### src/rtl/pfu_pkg.sv
`timescale 1ns / 1ps
`default_nettype none
package pfu_pkg;

    typedef enum logic [2:0] {
        ST_COLLECT,
        ST_SETUP,
        ST_READ,
        ST_LAST,
        ST_PUSH
    } state_t;

    localparam logic [2:0] CFG_WIDTH_CODE     = 3'd0;
    localparam logic [2:0] CFG_BIG_ENDIAN     = 3'd1;
    localparam logic [2:0] CFG_UNSIGNED_EIGHT = 3'd2;
    localparam logic [2:0] CFG_CHANNEL_COUNT  = 3'd3;
    localparam logic [2:0] CFG_CHANNEL_ORDER  = 3'd4;
    localparam logic [2:0] CFG_FRAME_LIMIT    = 3'd5;

    localparam logic [1:0]  RST_WIDTH_CODE    = 2'd1;
    localparam logic [3:0]  RST_CHANNEL_COUNT = 4'd2;
    localparam logic [23:0] RST_CHANNEL_ORDER = 24'd16434824;

    // Effective settings, already limited to what the hardware supports
    typedef struct packed {
        logic [1:0]  nbytes;
        logic        big_endian;
        logic        unsigned_eight;
        logic [3:0]  nch;
        logic [23:0] channel_order;
        logic [31:0] frame_limit;
    } cfg_t;

    typedef struct packed {
        logic emitting;
        logic frame_done;
    } stat_t;

    // Byte lane in the Q0.23 word for byte k of an nbytes-wide sample
    function automatic logic [1:0] byte_lane(logic [1:0] k, logic [1:0] nbytes, logic big);
        logic [1:0] lane;
        if (big) begin
            lane = 2'd2 - k;
        end else begin
            lane = k + 2'd3 - nbytes;
        end
        return lane;
    endfunction

endpackage
`default_nettype wire

### src/rtl/pcm_frame_unpacker_core.sv
`timescale 1ns / 1ps
`default_nettype none
// Interleaved PCM byte stream to per-channel Q0.23 samples.
// Input channel s_*: one raw stream byte per word in s_tdata.
// Output channel m_*: one sample per word; the last sample of a frame has tlast.
// Configuration channel cfg_*: register index and data, always accepted;
// write it only while no frame is being emitted.
// Bytes are taken one per cycle and written into the frame store at the
// current frame position. The word that completes a frame starts emission;
// input is held off (s_tready low) until the last output channel is pushed
// into the output register. Each output channel goes through setup, one
// store read per byte on the single read port, read return and a push to
// the output register; a channel whose source is outside the frame goes
// from setup straight to the push.
// A frame past the frame limit is collected but produces no words.
// Output stalls only hold the push; the output register decouples the
// sides. Reset clears the frame position, frame count and output valid
// and restores the default settings; the frame store is not cleared.
module pcm_frame_unpacker_core #(
    parameter int MAX_CHANNELS     = 8,
    parameter int MAX_SAMPLE_BYTES = 3
) (
    input  wire logic        aclk,
    input  wire logic        aresetn,
    input  wire logic        s_tvalid,
    output logic             s_tready,
    input  wire logic [7:0]  s_tdata,   // [7:0] data_byte
    output logic             m_tvalid,
    input  wire logic        m_tready,
    output logic      [23:0] m_tdata,   // [23:0] sample (signed Q0.23)
    output logic      [2:0]  m_tuser,   // [2:0] out_channel
    output logic             m_tlast,
    input  wire logic        cfg_valid,
    output logic             cfg_ready,
    input  wire logic [2:0]  cfg_index,
    input  wire logic [31:0] cfg_data
);
    import pfu_pkg::*;

    localparam int STORE_DEPTH = MAX_CHANNELS * MAX_SAMPLE_BYTES;
    localparam int AW = (STORE_DEPTH > 1) ? $clog2(STORE_DEPTH) : 1;

    cfg_t          cfg;
    stat_t         stat;
    logic          ram_we;
    logic [AW-1:0] ram_waddr;
    logic [7:0]    ram_wdata;
    logic [AW-1:0] ram_raddr;
    logic [7:0]    ram_rdata;

    pfu_cfg #(
        .MAX_CHANNELS     (MAX_CHANNELS),
        .MAX_SAMPLE_BYTES (MAX_SAMPLE_BYTES)
    ) u_cfg (
        .aclk      (aclk),
        .aresetn   (aresetn),
        .cfg_valid (cfg_valid),
        .cfg_ready (cfg_ready),
        .cfg_index (cfg_index),
        .cfg_data  (cfg_data),
        .cfg       (cfg)
    );

    pfu_ram #(
        .WIDTH (8),
        .DEPTH (STORE_DEPTH)
    ) u_store (
        .aclk  (aclk),
        .we    (ram_we),
        .waddr (ram_waddr),
        .wdata (ram_wdata),
        .raddr (ram_raddr),
        .rdata (ram_rdata)
    );

    pfu_seq #(
        .MAX_CHANNELS     (MAX_CHANNELS),
        .MAX_SAMPLE_BYTES (MAX_SAMPLE_BYTES)
    ) u_seq (
        .aclk      (aclk),
        .aresetn   (aresetn),
        .cfg       (cfg),
        .s_tvalid  (s_tvalid),
        .s_tready  (s_tready),
        .s_tdata   (s_tdata),
        .m_tvalid  (m_tvalid),
        .m_tready  (m_tready),
        .m_tdata   (m_tdata),
        .m_tuser   (m_tuser),
        .m_tlast   (m_tlast),
        .ram_we    (ram_we),
        .ram_waddr (ram_waddr),
        .ram_wdata (ram_wdata),
        .ram_raddr (ram_raddr),
        .ram_rdata (ram_rdata),
        .stat      (stat)
    );

`ifndef ASSERT_OFF
    // The store must not take a byte while a frame is being read out
    a_no_write_while_emit: assert property (@(posedge aclk) disable iff (!aresetn)
        ram_we |-> !stat.emitting)
        else $error("frame store written during emission");

    // Emission starts only from a completed frame
    a_emit_from_frame: assert property (@(posedge aclk) disable iff (!aresetn)
        $rose(stat.emitting) |-> $past(stat.frame_done))
        else $error("emission started without a completed frame");

    // Frame completion happens only on an accepted byte
    a_done_on_accept: assert property (@(posedge aclk) disable iff (!aresetn)
        stat.frame_done |-> (s_tvalid && s_tready))
        else $error("frame completed without an input word");

    // The frame-closing word carries the last channel position
    a_last_channel: assert property (@(posedge aclk) disable iff (!aresetn)
        (m_tvalid && m_tready && m_tlast) |-> (m_tuser == 3'(cfg.nch - 4'd1)))
        else $error("tlast on wrong channel position");
`endif

endmodule
`default_nettype wire

### src/rtl/pfu_ram.sv
`timescale 1ns / 1ps
`default_nettype none
module pfu_ram #(
    parameter int WIDTH = 8,
    parameter int DEPTH = 24,
    localparam int AW = (DEPTH > 1) ? $clog2(DEPTH) : 1
) (
    input  wire logic             aclk,
    input  wire logic             we,
    input  wire logic [AW-1:0]    waddr,
    input  wire logic [WIDTH-1:0] wdata,
    input  wire logic [AW-1:0]    raddr,
    output logic      [WIDTH-1:0] rdata
);

    logic [WIDTH-1:0] mem [DEPTH];

    always_ff @(posedge aclk) begin
        if (we) begin
            mem[waddr] <= wdata;
        end
        rdata <= mem[raddr];
    end

endmodule
`default_nettype wire

### src/rtl/pfu_cfg.sv
`timescale 1ns / 1ps
`default_nettype none
module pfu_cfg #(
    parameter int MAX_CHANNELS     = 8,
    parameter int MAX_SAMPLE_BYTES = 3
) (
    input  wire logic        aclk,
    input  wire logic        aresetn,
    input  wire logic        cfg_valid,
    output logic             cfg_ready,
    input  wire logic [2:0]  cfg_index,
    input  wire logic [31:0] cfg_data,
    output pfu_pkg::cfg_t    cfg
);
    import pfu_pkg::*;

    logic [1:0]  width_code_reg;
    logic        big_endian_reg;
    logic        unsigned_eight_reg;
    logic [3:0]  channel_count_reg;
    logic [23:0] channel_order_reg;
    logic [31:0] frame_limit_reg;

    logic [2:0] bytes_eff;
    logic [3:0] chans_eff;

    assign cfg_ready = 1'b1;

    always_ff @(posedge aclk) begin
        if (!aresetn) begin
            width_code_reg     <= RST_WIDTH_CODE;
            big_endian_reg     <= 1'b0;
            unsigned_eight_reg <= 1'b0;
            channel_count_reg  <= RST_CHANNEL_COUNT;
            channel_order_reg  <= RST_CHANNEL_ORDER;
            frame_limit_reg    <= 32'd0;
        end else if (cfg_valid) begin
            case (cfg_index)
                CFG_WIDTH_CODE:     width_code_reg     <= cfg_data[1:0];
                CFG_BIG_ENDIAN:     big_endian_reg     <= cfg_data[0];
                CFG_UNSIGNED_EIGHT: unsigned_eight_reg <= cfg_data[0];
                CFG_CHANNEL_COUNT:  channel_count_reg  <= cfg_data[3:0];
                CFG_CHANNEL_ORDER:  channel_order_reg  <= cfg_data[23:0];
                CFG_FRAME_LIMIT:    frame_limit_reg    <= cfg_data;
                default: ;
            endcase
        end
    end

    always_comb begin
        bytes_eff = 3'(width_code_reg) + 3'd1;
        if (bytes_eff > 3'd3) begin
            bytes_eff = 3'd3;
        end
        if (32'(bytes_eff) > 32'(MAX_SAMPLE_BYTES)) begin
            bytes_eff = 3'(MAX_SAMPLE_BYTES);
        end

        chans_eff = channel_count_reg;
        if (chans_eff == 4'd0) begin
            chans_eff = 4'd1;
        end
        if (32'(chans_eff) > 32'(MAX_CHANNELS)) begin
            chans_eff = 4'(MAX_CHANNELS);
        end

        cfg.nbytes         = bytes_eff[1:0];
        cfg.big_endian     = big_endian_reg;
        cfg.unsigned_eight = unsigned_eight_reg;
        cfg.nch            = chans_eff;
        cfg.channel_order  = channel_order_reg;
        cfg.frame_limit    = frame_limit_reg;
    end

endmodule
`default_nettype wire

### src/rtl/pfu_seq.sv
`timescale 1ns / 1ps
`default_nettype none
module pfu_seq #(
    parameter int MAX_CHANNELS     = 8,
    parameter int MAX_SAMPLE_BYTES = 3,
    localparam int STORE_DEPTH = MAX_CHANNELS * MAX_SAMPLE_BYTES,
    localparam int AW = (STORE_DEPTH > 1) ? $clog2(STORE_DEPTH) : 1
) (
    input  wire logic           aclk,
    input  wire logic           aresetn,
    input  wire pfu_pkg::cfg_t  cfg,
    input  wire logic           s_tvalid,
    output logic                s_tready,
    input  wire logic [7:0]     s_tdata,
    output logic                m_tvalid,
    input  wire logic           m_tready,
    output logic      [23:0]    m_tdata,
    output logic      [2:0]     m_tuser,
    output logic                m_tlast,
    output logic                ram_we,
    output logic      [AW-1:0]  ram_waddr,
    output logic      [7:0]     ram_wdata,
    output logic      [AW-1:0]  ram_raddr,
    input  wire logic [7:0]     ram_rdata,
    output pfu_pkg::stat_t      stat
);
    import pfu_pkg::*;

    localparam int PW = $clog2(STORE_DEPTH + 1);
    localparam int IDX_W = ($clog2(MAX_CHANNELS) > 3) ? $clog2(MAX_CHANNELS) : 3;

    state_t state_reg, state_next;
    logic [PW-1:0]    pos_reg, pos_next;
    logic [31:0]      done_reg, done_next;
    logic [IDX_W-1:0] j_reg, j_next;
    logic [1:0]       k_reg, k_next;
    logic [AW-1:0]    addr_reg, addr_next;
    logic [23:0]      acc_reg, acc_next;
    logic             rd_pend_reg, rd_pend_next;
    logic [1:0]       rd_lane_reg, rd_lane_next;
    logic             m_valid_reg, m_valid_next;
    logic [23:0]      m_sample_reg, m_sample_next;
    logic [2:0]       m_chan_reg, m_chan_next;
    logic             m_last_reg, m_last_next;

    logic [2:0]       order_ent [8];
    logic [IDX_W-1:0] src;
    logic             src_ok;
    logic             j_last;
    logic             k_last;
    logic [5:0]       frame_bytes;
    logic [31:0]      pos_inc;
    logic             pass;
    logic             in_acc;
    logic             frame_done;
    logic [7:0]       rd_byte;

    always_comb begin
        for (int i = 0; i < 8; i++) begin
            order_ent[i] = cfg.channel_order[3*i +: 3];
        end
    end

    assign src = (32'(j_reg) < 32'd8) ? IDX_W'(order_ent[j_reg[2:0]]) : j_reg;
    assign src_ok      = 32'(src) < 32'(cfg.nch);
    assign j_last      = (32'(j_reg) + 32'd1) == 32'(cfg.nch);
    assign k_last      = k_reg == (cfg.nbytes - 2'd1);
    assign frame_bytes = 6'(cfg.nch) * 6'(cfg.nbytes);
    assign pos_inc     = 32'(pos_reg) + 32'd1;
    assign pass        = (cfg.frame_limit == 32'd0) || (done_reg < cfg.frame_limit);

    assign s_tready  = state_reg == ST_COLLECT;
    assign in_acc    = s_tvalid && s_tready;
    assign ram_we    = in_acc;
    assign ram_waddr = pos_reg[AW-1:0];
    assign ram_wdata = s_tdata;
    assign ram_raddr = addr_reg;

    // Offset-binary 8-bit codes flip the top bit to become two's complement
    assign rd_byte = (cfg.nbytes == 2'd1 && cfg.unsigned_eight) ? (ram_rdata ^ 8'h80)
                                                                 : ram_rdata;

    assign m_tvalid = m_valid_reg;
    assign m_tdata  = m_sample_reg;
    assign m_tuser  = m_chan_reg;
    assign m_tlast  = m_last_reg;

    assign stat.emitting   = state_reg != ST_COLLECT;
    assign stat.frame_done = frame_done;

    always_ff @(posedge aclk) begin
        if (!aresetn) begin
            state_reg   <= ST_COLLECT;
            pos_reg     <= '0;
            done_reg    <= 32'd0;
            rd_pend_reg <= 1'b0;
            m_valid_reg <= 1'b0;
        end else begin
            state_reg   <= state_next;
            pos_reg     <= pos_next;
            done_reg    <= done_next;
            rd_pend_reg <= rd_pend_next;
            m_valid_reg <= m_valid_next;
        end
        j_reg        <= j_next;
        k_reg        <= k_next;
        addr_reg     <= addr_next;
        acc_reg      <= acc_next;
        rd_lane_reg  <= rd_lane_next;
        m_sample_reg <= m_sample_next;
        m_chan_reg   <= m_chan_next;
        m_last_reg   <= m_last_next;
    end

    always_comb begin
        state_next    = state_reg;
        pos_next      = pos_reg;
        done_next     = done_reg;
        j_next        = j_reg;
        k_next        = k_reg;
        addr_next     = addr_reg;
        acc_next      = acc_reg;
        rd_pend_next  = 1'b0;
        rd_lane_next  = rd_lane_reg;
        m_valid_next  = m_valid_reg && !m_tready;
        m_sample_next = m_sample_reg;
        m_chan_next   = m_chan_reg;
        m_last_next   = m_last_reg;
        frame_done    = 1'b0;

        // Land the byte read in the previous cycle in its lane
        if (rd_pend_reg) begin
            case (rd_lane_reg)
                2'd0:    acc_next[7:0]   = rd_byte;
                2'd1:    acc_next[15:8]  = rd_byte;
                default: acc_next[23:16] = rd_byte;
            endcase
        end

        case (state_reg)
            ST_COLLECT: begin
                if (in_acc) begin
                    if (pos_inc >= 32'(frame_bytes)) begin
                        pos_next   = '0;
                        frame_done = 1'b1;
                        if (pass) begin
                            done_next  = done_reg + 32'd1;
                            j_next     = '0;
                            state_next = ST_SETUP;
                        end
                    end else begin
                        pos_next = PW'(pos_inc);
                    end
                end
            end
            ST_SETUP: begin
                acc_next = 24'd0;
                k_next   = 2'd0;
                if (src_ok) begin
                    addr_next  = AW'(32'(src) * 32'(cfg.nbytes));
                    state_next = ST_READ;
                end else begin
                    state_next = ST_PUSH;
                end
            end
            ST_READ: begin
                rd_pend_next = 1'b1;
                rd_lane_next = byte_lane(k_reg, cfg.nbytes, cfg.big_endian);
                addr_next    = addr_reg + AW'(1);
                k_next       = k_reg + 2'd1;
                if (k_last) begin
                    state_next = ST_LAST;
                end
            end
            ST_LAST: begin
                state_next = ST_PUSH;
            end
            ST_PUSH: begin
                // Hold until the output word is free or being taken
                if (!m_valid_reg || m_tready) begin
                    m_valid_next  = 1'b1;
                    m_sample_next = acc_reg;
                    m_chan_next   = j_reg[2:0];
                    m_last_next   = j_last;
                    if (j_last) begin
                        state_next = ST_COLLECT;
                    end else begin
                        j_next     = j_reg + IDX_W'(1);
                        state_next = ST_SETUP;
                    end
                end
            end
            default: begin
                state_next = ST_COLLECT;
            end
        endcase
    end

endmodule
`default_nettype wire
### config.mk
export PLATFORM = sky130hd
export DESIGN_NAME = pcm_frame_unpacker_core
export DESIGN_NICKNAME = d
export VERILOG_FILES = /design/src/rtl/pfu_pkg.sv /design/src/rtl/pcm_frame_unpacker_core.sv /design/src/rtl/pfu_ram.sv /design/src/rtl/pfu_cfg.sv /design/src/rtl/pfu_seq.sv
export SDC_FILE = /design/constraint.sdc
export NUM_CORES = 1
export LEC_CHECK = 0
export BUFFER_PORTS_ARGS = -buffer_cell sky130_fd_sc_hd__buf_2
export CAP_MARGIN = 10
export CORE_MARGIN = 5
export CORE_UTILIZATION = 35
export DETAILED_ROUTE_END_ITERATION = 10
export GPL_ROUTABILITY_DRIVEN = 0
export HOLD_SLACK_MARGIN = 0.15
export PLACE_DENSITY = 0.53
export SLEW_MARGIN = 40
export SYNTH_ARGS = -nofsm -noshare
export SYNTH_HDL_FRONTEND = slang
export SYNTH_HIERARCHICAL = 1
export SYNTH_SLANG_ARGS = --single-unit
### constraint.sdc
create_clock -name aclk -period 3.6 [get_ports aclk]
set_input_delay 0 -clock aclk [delete_from_list [all_inputs] [get_ports aclk]]
set_output_delay 0 -clock aclk [all_outputs]
set_load 0.01 [all_outputs]
==> metrics.md, run 1 <==
| Metric | Value |
|---|---|
| Max reg flops | `192` |
| Final Max Tran Viols | `0` |
| Die Span X | `about 230 um` |
| Synth warn | `6` |
| Slew @ Worst Pin | `840 ps` |
| Htree depth | `2` |
| Final period util | `between 90% and 100%` |
| First-pass GRT wire length | `61000 um` |
| Vias in the first global route | `10477` |
| Drt pass-1 iters | `5` |
| Post-DP HPWL | `between 20000 and 30000 um` |
| Fill cells | `roughly 4400` |
| Critical path class | `flop to flop` |
| Final-stage net count | `approximately 1600` |
| Grt ovf | `0` |
| Avg Vias per Cell | `approximately 5.0` |
| Slew margin rel. | `a little over two fifths` |
| Num Clock Sinks | `370` |
| Status | `finished, final reports clean` |
| Port Buf Inserts | `77` |
| Detailed Route Iter0 Violations | `753` |
| DIE AREA | `approximately 0.052 mm^2` |
| CP Cell Sequence | `nand2b_1 -> inv_1 -> nor2_1 -> ha_1 -> inv_1 -> fa_1 -> xor2_1 -> ha_1 -> a2111oi_0 -> o21ai_2 -> buf_4 -> nand3_1 -> o31a_1 -> nor2_1` |
| Fin crit period | `3420 ps` |
| All-Layer GR Usage | `14.6%` |
| Antenna viol nets, final | `0` |
| Fin Clk Skew | `32.3 ps` |
| Hold path depth | `4` |
| Mapped cell area | `roughly 0.017 mm^2` |
| Clk slew on worst S/H paths | `60 ps` |
| Height of the die | `229 um` |
| Leakage power | `7.09 nW` |
| Reg2reg path depth | `14` |
| Synth Instances | `about 1300` |
| Io pins | `79` |
| Initial core utilization | `35.2%` |
| Final WL | `38800 um` |
| Post-CTS setup buffer count | `0` |
| Area Overhead vs Synth | `17.4%` |
| Max clock buf depth | `3` |
| Setup crit start kind | `flop` |
| Worst Hold Class | `input port to flop` |
| Syn nets | `1438` |
| Pwr Density | `approximately 560 mW/mm^2` |
| Core area | `0.0475 mm^2` |
| Slowest stage delay, CP | `540 ps` |
| Antenna violations before repair | `0` |
| TritonCTS clock tree | `built` |
| Final Hold Vio Count | `0` |
| Wire length per cell | `18.4 um` |
| Worst-Skew Late Latency | `580 ps` |
| Layout cell share with drive strength beyond 1 | `15.8%` |
| Setup Viol. Count Final | `0` |
| Largest fanout on the critical path | `6` |
| Largest net degree at the start of global routing | `about 100` |
| Max-cap violations | `0` |
| Peak VDD IR | `approximately 0.31 mV` |
| Setup tns final | `0 ps` |
| Clock root cell | `clkbuf_16` |
| Synth Area per Inst | `around 13 um^2` |
| Slowest cell on crit path | `a2111oi_0` |
| Placement Rows | `80` |
| Fin cells | `2114` |
| Crit. End Element | `flop` |
| Clock buffer count from CTS | `42` |
| CP required | `3920 ps` |
| Fmax | `0.292 GHz` |
| DR vias | `10587` |
| Util after Layout | `between 40% and 50%` |
| Detailed-route DRC error count | `0` |
| Critical path data arrival time | `3750 ps` |
| DP Cell Count | `a little under 2000` |
| # diodes | `0` |
per-layer routing:
metal,vias up,part of all wire [%],GRT usage [%]
li1,5148,-,-
met1,5164,48,21.1
met3,51,5.5,2.83
met4,0,1.8,3.27
met2,224,45,22.9
met5,-,0,0
cell type report:
type / instances / area (um^2) / share of cell area (%)
inverter: 50 / 188 / 0.955
clock buffer: 54 / 1140 / 5.78
tap: 615 / 769 / 3.91
clock inverter: 22 / 238 / 1.21
sequential: 370 / 9730 / 49.5
multi-input combinational: 833 / 6330 / 32.2
timing repair buffer: 170 / 1270 / 6.47
worst max-delay path: cells and delay by family, from the launching register on:
family          cells  cell delay (ps)
fa+ha+maj           3              880
flops               1              340
xor+xnor            1              160
compound gates      3              900
simple gates        4              530
buf+inv             3              400
metrics by stage:
stage	setup WS [ps]	power [mW]	hold slack (ps)	instance area (um^2)
after CTS	159	11.2	182	19700
after global routing	-90.3	11.6	229	19700
final	178	11.1	223	19700
after global placement	239	6.90	249	17700
after detailed placement	140	6.92	260	17700
after floorplan	373	6.33	142	16700
power by group:
| part | internal, mW | leakage (nW) | switching, mW |
|---|---|---|---|
| sequential | 4.85 | 3.22 | 0.246 |
| combinational | 0.757 | 3.19 | 0.996 |
| clock | 2.48 | 0.675 | 1.75 |
path summary, 6_finish.rpt:
| check | startpoint | to | slack, ps |
|---|---|---|---|
| hold / removal | cfg_data[29] | u_cfg/frame_limit_reg[29] | 220 |
| setup / recovery | u_cfg/width_code_reg[1] | u_seq/j_reg[2] | 180 |
| setup reg to reg | u_cfg/width_code_reg[1] | u_seq/j_reg[2] | 180 |
| hold reg to reg | u_seq/acc_reg[19] | u_seq/m_tdata[19] | 430 |
cell usage in the layout, fill, tap and decap left out, drive strengths merged, types with 9 or more instances in the layout:
| master | count |
|---|---|
| ha | 50 |
| xnor2 | 11 |
| nand4 | 21 |
| mux2i | 151 |
| nor2b | 39 |
| buf | 112 |
| nor4 | 36 |
| clkbuf | 54 |
| dfxtp | 138 |
| dlygate4sd3 | 58 |
| a21oi | 28 |
| mux4 | 38 |
| inv | 53 |
| a22oi | 9 |
| and3 | 9 |
| nand2b | 34 |
| edfxtp | 232 |
| nand3 | 34 |
| o21ai | 14 |
| nor2 | 67 |
| nand2 | 181 |
| clkinv | 14 |
timing repair:
action	CTS	global route
setup endpoints to repair	0	11
endpoints found under the hold margin	288	0
gates resized for setup	0	1
hold buffers	58	0
Note: power is estimated with default switching activity, not from simulation.
==> inputs of run 2 (changes only) <==
Settings changed: ABC_AREA from default to 1, ABC_CLOCK_PERIOD_IN_PS from default to 3600.
==> metrics.md, run 2 <==
| Metric | Value |
|---|---|
| Final period util | `89.3% (-5.8 points)` |
| Die Span X | `234 um (+2.2%)` |
| FF-to-FF setup slack | `390 ps (+210 ps)` |
| Num Clock Sinks | `370 (unchanged)` |
| Antenna violations before repair | `0 (unchanged)` |
| Fin crit period | `3210 ps (-207 ps)` |
| Setup Viol. Count Final | `0 (unchanged)` |
| Mapped cell area | `0.0175 mm^2 (+4.7%)` |
| Synth Area per Inst | `8.78 um^2 (-30%)` |
| Post-DP HPWL | `30300 um (+17%)` |
| Fin Clk Skew | `15.1 ps (-17.2 ps)` |
| Dpl ws | `403 ps (+263 ps)` |
| Final Max Tran Viols | `0 (unchanged)` |
| Critical path class | `flop to flop` |
| Initial core utilization | `35.2% (-0.059 points)` |
| Setup crit start kind | `flop` |
| Final hold slack | `340 ps (+117 ps)` |
| Largest net degree at the start of global routing | `100 (-3.8%)` |
| Net Switching | `2.71 mW (-9.5%)` |
| Slew @ Worst Pin | `845 ps (+4.86 ps)` |
| Syn nets | `2097 (+46%)` |
| CP required | `4090 ps (+170 ps)` |
| Core area | `0.0499 mm^2 (+4.9%)` |
| Setup slack after layout | `385 ps (+207 ps)` |
| Io pins | `79 (unchanged)` |
| Worst Hold Class | `input port to flop` |
| Drt pass-1 iters | `5 (unchanged)` |
| First-pass GRT wire length | `72800 um (+19%)` |
| DR vias | `13760 (+30%)` |
| Worst-Skew Late Latency | `560 ps (-20 ps)` |
| Final-stage net count | `2249 (+44%)` |
| Setup tns final | `0 ps (unchanged)` |
| Status | `finished, final reports clean` |
| All-Layer GR Usage | `16.6% (+2.0 points)` |
| Unrepaired setup endpoints after global routing | `false` |
| Max-cap violations | `0 (unchanged)` |
| Post-CTS setup buffer count | `0 (unchanged)` |
| Synth warn | `6 (unchanged)` |
| Final Hold Vio Count | `0 (unchanged)` |
| Max clock buf depth | `3 (unchanged)` |
| Detailed-route DRC error count | `0 (unchanged)` |
| Logic pwr share | `13.0% (-2.8 points)` |
| Internal | `7.52 mW (-6.9%)` |
| Clk slew on worst S/H paths | `60 ps (about the same)` |
| Pwr Density | `494 mW/mm^2 (-12%)` |
| Seq pwr share | `48.3% (+2.3 points)` |
| Layout cell share with drive strength beyond 1 | `8.62% (-7.2 points)` |
| # diodes | `0 (unchanged)` |
| Htree depth | `2 (unchanged)` |
| Critical path data arrival time | `3710 ps (-40 ps)` |
| Clock buffer count from CTS | `41 (-2.4%)` |
| Height of the die | `234 um (+2.2%)` |
| TritonCTS clock tree | `built` |
| Avg Vias per Cell | `4.82 (-3.7%)` |
| Placement Rows | `82 (+2.5%)` |
| Detailed Route Iter0 Violations | `691 (-8.2%)` |
| Hold path depth | `6 (+2)` |
| Max reg flops | `192 (unchanged)` |
| Area Overhead vs Synth | `18.1%` |
| DIE AREA | `0.0547 mm^2 (+4.5%)` |
| Vias in the first global route | `13355 (+27%)` |
| Crit. End Element | `flop` |
| Wire length per cell | `16.0 um (-13%)` |
| Peak VDD IR | `0.308 mV (+0.23%)` |
| Clock power share | `38.8% (+0.6 points)` |
| Fmax | `0.311 GHz (+6.4%)` |
| Most frequent cells in the layout | `424 x nand2_1, 273 x nor2_1, 250 x inv_1` |
| Leakage power | `8.49 nW (+20%)` |
| Antenna viol nets, final | `0 (unchanged)` |
| Synth Instances | `1997 (+49%)` |
| Grt ovf | `0 (unchanged)` |
| Final WL | `45600 um (+18%)` |
| Slew margin rel. | `43.5% (-0.33 points)` |
| Reg2reg path depth | `20 (+6)` |
| Most common cell after layout, fill and taps aside | `nand2_1` |
| Sw frac | `26.5% (-0.57 points)` |
| Clock root cell | `clkbuf_16` |
| Largest fanout on the critical path | `19 (+13)` |
| Port Buf Inserts | `77 (unchanged)` |
[run 2: power groups by stage]
stage                     clock network [mW]  logic [mW]  registers, mW
final                                   3.96        1.33           4.94
after global routing                    4.23        1.51           4.96
after floorplan                            0       0.910           4.97
after global placement                     0        1.23           5.03
after CTS                               4.06        1.33           4.94
after detailed placement                   0        1.26           5.03
[run 2: through the flow]
stage / total power, mW / std cells / instance area, um^2 / util, %
final: 10.2 / 2854 / 20700 / 41.5
after global routing: 10.7 / 2854 / 20700 / 41.5
after CTS: 10.3 / 2854 / 20700 / 41.5
after detailed placement: 6.29 / 2675 / 18400 / 36.9
after global placement: 6.26 / 2674 / 18400 / 36.8
after floorplan: 5.88 / 1997 / 17500 / -
[run 2: area by class of cell]
cell class | instances | area, um^2
Fill cell | 5021 | 29200
Sequential cell | 370 | 9730
Multi-Input combinational cell | 1276 | 6330
Timing Repair Buffer | 199 | 1560
Clock buffer | 68 | 1200
Inverter | 261 | 982
Tap cell | 672 | 841
Clock inverter | 8 | 66.3
[run 2: path summary, 6_finish.rpt]
path | from | endpoint
hold reg to reg | u_seq/acc_reg[0] | u_seq/m_tdata[0]
hold / removal | cfg_data[22] | u_cfg/frame_limit_reg[22]
setup / recovery | u_cfg/channel_count_reg[2] | u_seq/done_reg[15]
setup reg to reg | u_cfg/channel_count_reg[2] | u_seq/done_reg[15]
[run 2: critical path, cell delays in order (launching register included)]
cell and delay (ps):
dfxtp_1 310, inv_1 80, nand3_1 70, a21oi_1 180, nand2_1 70, inv_1 60, ha_1 160, inv_1 60
fa_1 390, nor2_1 140, o21bai_1 70, ha_1 300, nand2_1 90, nor2_1 110, o21ai_0 80, o211ai_1 150
nand2_1 150, clkinv_1 160, buf_6 220, nand3_1 110, a21oi_1 170
[run 2: metal layers]
layer,vias to the layer above,global-route usage [%],wire (um)
met5,-,0,0
met4,0,4.55,982
met3,60,2.48,2060
met2,300,27.6,21500
met1,6571,22.8,21000
li1,6829,-,-
[run 2: timing repair]
item | 4_1_cts | 5_1_grt
hold buffers | 103 | 0
gates resized for setup | 0 | 2
setup endpoints to repair | 0 | 1
endpoints found under the hold margin | 278 | 0
